[config.mk]
export PLATFORM = sky130hd
export DESIGN_NAME = ptl_cfg
export DESIGN_NICKNAME = d
export VERILOG_FILES = /design/src/design/ptl_pkg.sv /design/src/design/ptl_cfg.sv
export SDC_FILE = /design/constraint.sdc
export NUM_CORES = 1
export LEC_CHECK = 0
export BUFFER_PORTS_ARGS = -buffer_cell sky130_fd_sc_hd__buf_2
export CORE_AREA = 2 2 99 101
export CTS_CLUSTER_DIAMETER = 40
export DETAILED_ROUTE_END_ITERATION = 10
export DIE_AREA = 0 0 101 103
export GPL_TIMING_DRIVEN = 0
export PLACE_DENSITY = 0.66
export SLEW_MARGIN = 40
export SYNTH_ARGS = -nofsm -noshare
export SYNTH_HDL_FRONTEND = slang
export SYNTH_SLANG_ARGS = --single-unit
[constraint.sdc]
create_clock -name clk -period 1.6 [get_ports clk]
set_clock_uncertainty 0.1 [all_clocks]
set_input_delay 0.16 -clock clk [delete_from_list [all_inputs] [get_ports clk]]
set_output_delay 0.16 -clock clk [all_outputs]
set_load 0.01 [all_outputs]
[src/design/ptl_pkg.sv]
// Shared register codes, output limits and width helpers for the
// point-to-line distance block. No dependencies.
package ptl_pkg;

    localparam int CFG_IDX_BITS = 3;

    typedef enum logic [CFG_IDX_BITS-1:0] {
        REG_ORIGIN_X = 3'd0,
        REG_ORIGIN_Y = 3'd1,
        REG_ORIGIN_Z = 3'd2,
        REG_DIR_X    = 3'd3,
        REG_DIR_Y    = 3'd4,
        REG_DIR_Z    = 3'd5
    } cfg_reg_t;

    localparam int DIST_BITS = 17;
    localparam logic [DIST_BITS-1:0] DIST_MAX = 17'h1FFFF;
    localparam int DIR_X_RESET = 256;

    localparam int FRONT_STAGES = 6;

    // magnitude of a cross product component
    function automatic int mag_width(input int c);
        return 2 * c + 1;
    endfunction

    // sum of three squared magnitudes
    function automatic int num_width(input int c);
        return 4 * c + 4;
    endfunction

    // squared length of the direction
    function automatic int div_width(input int c);
        return 2 * c;
    endfunction

    // squared distance
    function automatic int quo_width(input int c);
        return 2 * c + 2;
    endfunction

    function automatic int root_width(input int c);
        return c + 1;
    endfunction

endpackage

[src/design/ptl_cfg.sv]
// Line origin and direction registers.
// Depends on ptl_pkg for register codes and reset values.
module ptl_cfg #(
    parameter int COORD_BITS = 16
) (
    input  logic                                 clk,
    input  logic                                 rst_n,
    input  logic                                 cfg_we,
    input  logic [ptl_pkg::CFG_IDX_BITS-1:0]     cfg_index,
    input  logic [COORD_BITS-1:0]                cfg_data,
    output logic signed [COORD_BITS-1:0]         origin_x,
    output logic signed [COORD_BITS-1:0]         origin_y,
    output logic signed [COORD_BITS-1:0]         origin_z,
    output logic signed [COORD_BITS-1:0]         dir_x,
    output logic signed [COORD_BITS-1:0]         dir_y,
    output logic signed [COORD_BITS-1:0]         dir_z
);

    logic [COORD_BITS-1:0] ox_reg, oy_reg, oz_reg, dx_reg, dy_reg, dz_reg;

    always_ff @(posedge clk or negedge rst_n)
    begin
        if (!rst_n)
        begin
            ox_reg <= '0;
            oy_reg <= '0;
            oz_reg <= '0;
            dx_reg <= COORD_BITS'(ptl_pkg::DIR_X_RESET);
            dy_reg <= '0;
            dz_reg <= '0;
        end
        else if (cfg_we)
        begin
            case (ptl_pkg::cfg_reg_t'(cfg_index))
                ptl_pkg::REG_ORIGIN_X: ox_reg <= cfg_data;
                ptl_pkg::REG_ORIGIN_Y: oy_reg <= cfg_data;
                ptl_pkg::REG_ORIGIN_Z: oz_reg <= cfg_data;
                ptl_pkg::REG_DIR_X:    dx_reg <= cfg_data;
                ptl_pkg::REG_DIR_Y:    dy_reg <= cfg_data;
                ptl_pkg::REG_DIR_Z:    dz_reg <= cfg_data;
                default: ;
            endcase
        end
    end

    assign origin_x = ox_reg;
    assign origin_y = oy_reg;
    assign origin_z = oz_reg;
    assign dir_x    = dx_reg;
    assign dir_y    = dy_reg;
    assign dir_z    = dz_reg;

endmodule

==> key figures <==
Finish
  – Final Net Count: 371
  – Leading cell type in the layout, fill and taps excluded: buf_2
  – Non-filler cells, final: 467
  – Layout cells sized above 1: 68.8%
  – Sequential Area: 2400 sq um
  – Area delta synth->final: 30.4%
  – Design Area, Final: 4800 sq um
  – Most frequent cells in the layout: buf_2, mux2_2, dfrtp_1
  – Footprint of the multi-input gates: 1170 sq um
  – FILL cells: 847
  – Antenna Cells: 0
  – Post-layout util: 50.7%

Yosys
  – Seq/Total Area, Yosys: 65.3%
  – Top cell type's share of synthesized area: 64.6%
  – Post-Syn Area per Cell: 17.7 sq um
  – Cells after Synth: 208
  – Synth unique cells: 11
  – Yosys reg bits: 96
  – Syn Std Cell Area: 3680 sq um
  – Cell accounting for the most synthesized area: dfrtp_1
  – Synthesized net count: 230
  – Synth warnings: 0
  – Largest cells by area after synthesis: dfrtp_1, mux2_2, buf_6

Placement
  – DP Worst Slack: -0.160 ns
  – DP Area: 4440 sq um
  – GPL Wtd Cong: 0.741
  – Dpl cells: 439
  – DP Wirelength: 5490 microns
  – Number of port buffers: 116

Detailed routing
  – DR vias: 2233
  – Residual DRC count: 0
  – Drt total wl: 8020 microns
  – Via/cell ratio: 4.78
  – DR pass1 iterations: 2
  – Avg WL per Cell: 17.2 microns
  – Final ANT Viol Nets: 0
  – Initial DRC count: 21

STA
  – Crit share post-route: 84.7%
  – Final worst slack: 0.244 ns
  – RSZ-0062 raised after global routing: false
  – Max Fclk: 0.738 GHz
  – Setup Viol. Count Final: 0
  – Final setup TNS: 0 ns
  – Endpoints failing hold: 0
  – Hold slack: 0.0284 ns
  – Worst slew margin: 61.0%
  – Worst-margin pin slew: 0.583 ns
  – Final Max Tran Viols: 0
  – Minimum clock period: 1.36 ns

Power
  – Leakage: 2.30 nW
  – Worst VDD drop: 565 uV
  – Pwr dens: 1370 nW/um^2
  – Total power: 6.60 mW

Run
  – Max-cap violations: 0

Worst hold path
  – Worst Hold Class: in2reg
  – Min-Delay Startpoint: cfg_data[3]
  – WHS Endpoint: dir_y[3]
  – Hold depth: 2

CTS
  – CTS H-tree depth: 3
  – CTS tree: yes
  – Clk slew on worst S/H paths: 0.09 ns
  – Max clock buf depth: 2
  – Worst skew pair latency: 0.35 ns
  – CTS resizes: 0
  – CTS Root Cell: clkbuf_8
  – Clock sinks: 96
  – Inserted Clock Buffers: 9

Setup path
  – Critical path cell sequence: buf_2 -> nor4b_4 -> buf_6 -> mux2_2
  – R2r endpoint: dir_y[5]
  – Worst r2r src: dir_y[5]
  – WP data required: 1.74 ns
  – Max stage delay on crit path: 0.58 ns
  – Reg-to-reg slack, setup: 0.72 ns
  – WP data arrival: 1.49 ns
  – Crit-path leading delay family: simple AND/OR/NAND/NOR gates
  – Crit-path max FO: 10
  – Startpoint Class: primary input
  – Buffers & Inverters on Critical Path: 2
  – Critical path class: in2reg
  – Worst r2r path cells: 1
  – Critical path capture point type: flop
  – Slowest CP cell: nor4b_4

Run status
  – Status: complete, no violations

Floorplanning
  – Io pins: 118
  – Width of the die: 101 microns
  – Die area: 10400 sq um
  – Core area: 9460 sq um
  – Die H: 103 microns
  – Starting Density: 38.9%
  – Row count: 36

Global route
  – Total track usage: 15.9%
  – Vias in the first global route: 2331
  – Initial antenna violation count: 0
  – GRT overflow: 0
  – Largest net degree at the start of global routing: 55
  – First-pass GRT wire length: 12300 microns
-- registers in the layout, summed over array words and instances (netlist names) --
register,flops
dir_z,16
dir_x,16
origin_y,16
dir_y,16
origin_x,16
origin_z,16
-- synth_stat cells --
| cell | number |
|---|---|
| nor4b_4 | 1 |
| mux2_1 | 1 |
| dfstp_2 | 1 |
| buf_8 | 1 |
| dfrtp_1 | 95 |
| and4bb_1 | 1 |
| buf_2 | 2 |
| and4bb_2 | 2 |
| buf_6 | 7 |
| mux2_2 | 95 |
| nand4b_2 | 2 |
-- cell families after synthesis --
group,Yosys count,synth area share [%]
flops,96,65.3
mux,96,29.4
simple gates,6,2.48
buf+inv,10,2.82
-- routing by layer --
metal	vias to the layer above	routed length (microns)	global-route usage, %	part of all wire, %
li1	1013	-	-	-
met1	1135	3460	19.7	43
met2	76	3890	25.9	49
met3	9	553	5.08	6.9
met4	0	107	6.55	1.3
met5	-	0	0	0
-- cell type report --
class,instances,share of cell area (%)
tap,114,2.97
timing repair buffer,130,15.5
multi-input combinational,102,24.4
clock buffer,9,2.58
buffer,10,2.16
clock inverter,6,2.27
sequential,96,50.1
-- power by group --
group	internal (mW)	total, mW	switching [mW]
sequential	2.96	3.22	0.262
combinational	0.817	1.54	0.726
clock	1.03	1.83	0.805
total	4.81	6.60	1.79
-- worst max-delay path by stage --
stage | depth (start not counted) | endpoint | start
after floorplan | 4 | origin_x[0] | cfg_index[0]
after global placement | 1 | dir_z[8] | rst_n
after detailed placement | 4 | origin_x[14] | cfg_index[1]
after CTS | 4 | origin_x[14] | cfg_index[1]
after global routing | 4 | origin_x[9] | cfg_index[1]
final | 4 | origin_x[15] | cfg_index[1]
-- what timing repair did --
action                                 4_1_cts  5_1_grt
hold buffers                                13        0
setup buffers                                0        0
setup endpoints to repair                    0        0
endpoints found under the hold margin      114        0
(Power assumes the default switching activity.)
