**src/design/ptl_pkg.sv**
```systemverilog
// Shared register codes, output limits and width helpers for the
// point-to-line distance block. No dependencies.
package ptl_pkg;

    localparam int CFG_IDX_BITS = 3;

    typedef enum logic [CFG_IDX_BITS-1:0] {
        REG_ORIGIN_X = 3'd0,
        REG_ORIGIN_Y = 3'd1,
        REG_ORIGIN_Z = 3'd2,
        REG_DIR_X    = 3'd3,
        REG_DIR_Y    = 3'd4,
        REG_DIR_Z    = 3'd5
    } cfg_reg_t;

    localparam int DIST_BITS = 17;
    localparam logic [DIST_BITS-1:0] DIST_MAX = 17'h1FFFF;
    localparam int DIR_X_RESET = 256;

    localparam int FRONT_STAGES = 6;

    // magnitude of a cross product component
    function automatic int mag_width(input int c);
        return 2 * c + 1;
    endfunction

    // sum of three squared magnitudes
    function automatic int num_width(input int c);
        return 4 * c + 4;
    endfunction

    // squared length of the direction
    function automatic int div_width(input int c);
        return 2 * c;
    endfunction

    // squared distance
    function automatic int quo_width(input int c);
        return 2 * c + 2;
    endfunction

    function automatic int root_width(input int c);
        return c + 1;
    endfunction

endpackage

```
**src/design/ptl_sqrt.sv**
```systemverilog
// Integer square root, one root bit per pipeline stage.
// Depends on ptl_pkg for width helpers.
module ptl_sqrt #(
    parameter int COORD_BITS = 16
) (
    input  logic                                       clk,
    input  logic                                       rst_n,
    input  logic                                       in_valid,
    input  logic [ptl_pkg::quo_width(COORD_BITS)-1:0]  radicand,
    input  logic                                       degen_in,
    output logic                                       out_valid,
    output logic [ptl_pkg::root_width(COORD_BITS)-1:0] root,
    output logic                                       degen_out
);

    localparam int QW = ptl_pkg::quo_width(COORD_BITS);
    localparam int RW = ptl_pkg::root_width(COORD_BITS);
    localparam int EW = RW + 1;

    logic [QW-1:0] val_reg  [RW];
    logic [RW-1:0] root_reg [RW];
    logic [EW-1:0] rem_reg  [RW];
    logic          dg_reg   [RW];
    logic [RW-1:0] vld_reg;

    for (genvar i = 0; i < RW; i++)
    begin : g_stage
        logic [QW-1:0] val_in;
        logic [RW-1:0] root_in;
        logic [EW-1:0] rem_in;
        logic          dg_in;
        logic          vld_in;
        logic [EW+1:0] r4;
        logic [EW+1:0] trial;
        logic          ge;

        if (i == 0)
        begin : g_first
            assign val_in  = radicand;
            assign root_in = '0;
            assign rem_in  = '0;
            assign dg_in   = degen_in;
            assign vld_in  = in_valid;
        end
        else
        begin : g_next
            assign val_in  = val_reg[i-1];
            assign root_in = root_reg[i-1];
            assign rem_in  = rem_reg[i-1];
            assign dg_in   = dg_reg[i-1];
            assign vld_in  = vld_reg[i-1];
        end

        assign r4    = {rem_in, val_in[QW-1:QW-2]};
        assign trial = (EW+2)'({root_in, 2'b01});
        assign ge    = (r4 >= trial);

        always_ff @(posedge clk or negedge rst_n)
        begin
            if (!rst_n)
            begin
                vld_reg[i] <= 1'b0;
            end
            else
            begin
                vld_reg[i] <= vld_in;
            end
        end

        always_ff @(posedge clk)
        begin
            rem_reg[i]  <= ge ? EW'(r4 - trial) : EW'(r4);
            root_reg[i] <= {root_in[RW-2:0], ge};
            val_reg[i]  <= {val_in[QW-3:0], 2'b00};
            dg_reg[i]   <= dg_in;
        end
    end

    assign out_valid = vld_reg[RW-1];
    assign root      = root_reg[RW-1];
    assign degen_out = dg_reg[RW-1];

endmodule

```
**config.mk**
```make
export PLATFORM = sky130hd
export DESIGN_NAME = ptl_sqrt
export DESIGN_NICKNAME = d
export VERILOG_FILES = /design/src/design/ptl_pkg.sv /design/src/design/ptl_sqrt.sv
export SDC_FILE = /design/constraint.sdc
export NUM_CORES = 1
export LEC_CHECK = 0
export CAP_MARGIN = 20
export CORE_UTILIZATION = 45
export DETAILED_ROUTE_END_ITERATION = 8
export DONT_BUFFER_PORTS = 1
export MAX_ROUTING_LAYER = met4
export SKIP_CTS_REPAIR_TIMING = 1
export SLEW_MARGIN = 25
export SYNTH_ARGS = -nofsm -noshare
export SYNTH_HDL_FRONTEND = slang
export SYNTH_SLANG_ARGS = --single-unit
```
**constraint.sdc**
```tcl
create_clock -name clk -period 7.4 [get_ports clk]
set_clock_uncertainty 0.2 [all_clocks]
set_input_delay 0.37 -clock clk [delete_from_list [all_inputs] [get_ports clk]]
set_output_delay 0.37 -clock clk [all_outputs]
set_load 0.05 [all_outputs]
```
==> flow_summary.ini <==
[run_status]
status = finished, final reports clean

[synth]
yosysSeqAreaShare = 0.569
synth_cell_types = 74
yosys_warnings = 0
synth_edf_count = 0
synth_area_per_cell_sq_um = 10.6
synthFlopType = dfxtp_1
syn_inst = 2437
netlist_area_sq_mm = 0.0257
synth_nets = 2646
synth-seq-cells = 727
synth_async_sr_flop_share = 0.0234

[sta]
tightest_slew_ns = 1.00
period_share = 0.490
slew_violations = 0
tns_ns = 0
max_slew_margin = 0.332
rsz0062_at_grt = no
final.setup.worst_slack_ns = 3.77
period_minus_slack_ns = 3.63
fmax_ghz = 0.276
finalSetupViolCount = 0
hold_viol_final = 0

[cts]
cts_buffers = 75
clkSinkCount = 727
cts_buffer_depth = 3
clk_pin_slew_worst_paths_ns = 0.06
cts_tree = done
clk_latency_ns = 0.61
cts_root_buf = clkbuf_16
cts_max_level = 3

[placed_design]
placed_cell_area_sq_mm = 0.0265
portBuffers = 0
routabilityCongestion = 0.908
dp_slack_ns = 3.83
dp_hpwl_um = 33300

[grt]
grt_max_degree = 36
grt_pass1_vias = 15695
grt_antenna_before_repair = 0
grt_usage = 0.162
overflow = 0
grt_pass1_wl_um = 74500

[setup_path]
cp.arrival_ns = 3.92
crit_path_start_kind = flop
cp.required_ns = 7.69
r2r-start = root_reg[13][0]
critical_path.max_fanout = 26
rr_worst_depth = 9
critPathCaptureType = flop
r2r_setup_slack_ns = 3.77
worstReg2RegEnd = rem_reg[0][269]
path_class = flop to flop

[layout]
fin_nets = 2724
drive_gt1_frac = 0.0684
syn_to_final_growth_pct = 14.8
final_area_sq_mm = 0.0295
diodes = 0
largest_reg_flops = 272

[floorplanning]
die_y_um = 241
initial_core_util = 0.456
row_count = 87
die_w_um = 241
core_area_sq_mm = 0.0564
num_io_pins = 57
die_area_sq_mm = 0.0581

[detailed_routing]
first_pass_iters = 5
postRouteWirelength_um = 45300
dr.first_iter.drc_count = 883
top_layer = met4
vias = 16461
ant_nets = 0
remaining_drc_errors = 0
routed-wl-met2_um = 21500
avgViaCountPerCell = 4.94
wl_met1_um = 20600
wire_per_inst_um = 13.6
wl_met3_um = 1950

[power]
clock_power_share = 0.355
power.switching_mw = 3.00
peakVddDrop_mv = 0.223
p_leak_nw = 13.8
seqPwrFrac = 0.465
power.density_mw_per_mm2 = 368
p_int_mw = 7.88
switching_share = 0.276
power_frac_comb = 0.179

[min_path]
hold_class = input port to async pin

[flow_run]
max_cap_violations = 0
==> worst max-delay path: stages (launching register included) <==
cell and delay [ns]:
dfxtp_1 0.32, inv_1 0.05, ha_1 0.34, nor2b_1 0.16, o31ai_1 0.37, a21oi_1 0.26
o2111ai_1 0.29, nand3_1 0.74, and4_1 0.48, or2_2 0.29
==> synthesized netlist by cell type (12+ instances only) <==
library cell	instances	share of area
ha_1	171	0.083
o211ai_1	14	0.0041
nand4_1	21	0.0051
xor2_1	101	0.034
o31ai_1	15	0.0044
clkbuf_1	25	0.0036
nor3_1	54	0.011
mux2_2	26	0.011
or2_2	15	0.0036
nand2b_1	28	0.0068
a211oi_1	12	0.0035
nand2_1	117	0.017
nor2_1	157	0.023
and3_1	12	0.0029
or3_1	28	0.0068
a21o_1	41	0.012
nor4_1	25	0.0061
a21oi_1	163	0.032
o21a_1	35	0.010
o21ai_0	112	0.022
dfxtp_1	710	0.55
dfrtp_1	17	0.017
inv_1	214	0.031
nand3_1	38	0.0074
xnor2_1	97	0.033
nor2b_1	30	0.0073
==> routing by layer <==
metal  vias up  GRT usage
li1       8478          -
met4         0     0.0681
met2       279      0.264
met3        83     0.0304
met5         -          -
met1      7621      0.197
==> metrics by stage <==
| stage | util | hold slack [ns] | power, mW | std cells |
|---|---|---|---|---|
| after floorplan | - | -0.126 | 6.58 | 2437 |
| final | 0.524 | 0.0591 | 10.9 | 3329 |
| after detailed placement | 0.471 | -0.125 | 7.08 | 3156 |
| after global placement | 0.470 | -0.125 | 7.01 | 3156 |
| after CTS | 0.517 | -0.784 | 11.0 | 3291 |
| after global routing | 0.524 | 0.0754 | 11.5 | 3329 |
==> power groups by stage <==
stage                     clock (mW)  combinational [mW]  sequential [mW]
after floorplan                    0                1.59             5.00
after global placement             0                1.87             5.14
after detailed placement           0                1.92             5.15
after CTS                       4.01                1.94             5.07
after global routing            4.18                2.21             5.14
final                           3.87                1.95             5.06
==> cell usage in the layout (no fill, tap or decap), types with 6 or more instances in the layout <==
master         count
clkbuf_8          14
or2_2             15
bufinv_16          9
nand4_1           21
clkbuf_1          16
mux2i_1            9
dfrtp_1           17
nand3_1           38
nand2b_1          28
a21oi_1          163
nor2_1           157
dlygate4sd3_1     38
o21ai_0          112
o21bai_1           8
clkinv_2          13
a21boi_0           6
a31o_2             6
inv_1            214
o31ai_1           15
a31oi_1           10
or4_1             10
nand2_1          117
xnor2_1           97
nor4_1            25
o21a_1            35
ha_1             171
mux2_2            26
nand3b_1          10
and2_1             6
clkbuf_16         76
or3_1             28
and3_1            12
o31a_1             7
nor3_1            54
nor2b_1           30
a21o_1            41
a211oi_1          12
xor2_1           101
dfxtp_1          710
o211ai_1          14
==> cell type report <==
type                            instances  area, sq um
Fill cell                            5045        26900
Sequential cell                       727        14600
Timing Repair Buffer                   38          380
Clock buffer                          106         2150
Inverter                              214          803
Multi-Input combinational cell       1459        10100
Tap cell                              756          946
Clock inverter                         29          463
==> worst max path at each step <==
stage,cells past startpoint,end,from
finish,9,rem_reg[0][269],root_reg[13][0]
global route,9,rem_reg[0][269],root_reg[13][0]
CTS,9,rem_reg[0][269],root_reg[13][0]
detailed placement,9,rem_reg[0][269],root_reg[13][0]
global placement,9,rem_reg[0][269],root_reg[13][0]
floorplan,9,rem_reg[0][267],root_reg[13][8]
==> kinds of logic (layout without fill, tap and decap cells) <==
group	Yosys count	after routing	synth area share
DFF	727	727	0.569
buffers and inverters	251	387	0.0372
AOI/OAI and AO/OA	483	483	0.117
adders and majority gates	171	171	0.0832
and+or+nand+nor	571	571	0.111
xor gates and xnor gates	198	198	0.0674
other	1	1	0.000146
muxes	35	35	0.0149
Power figures use the tool's default switching activity.
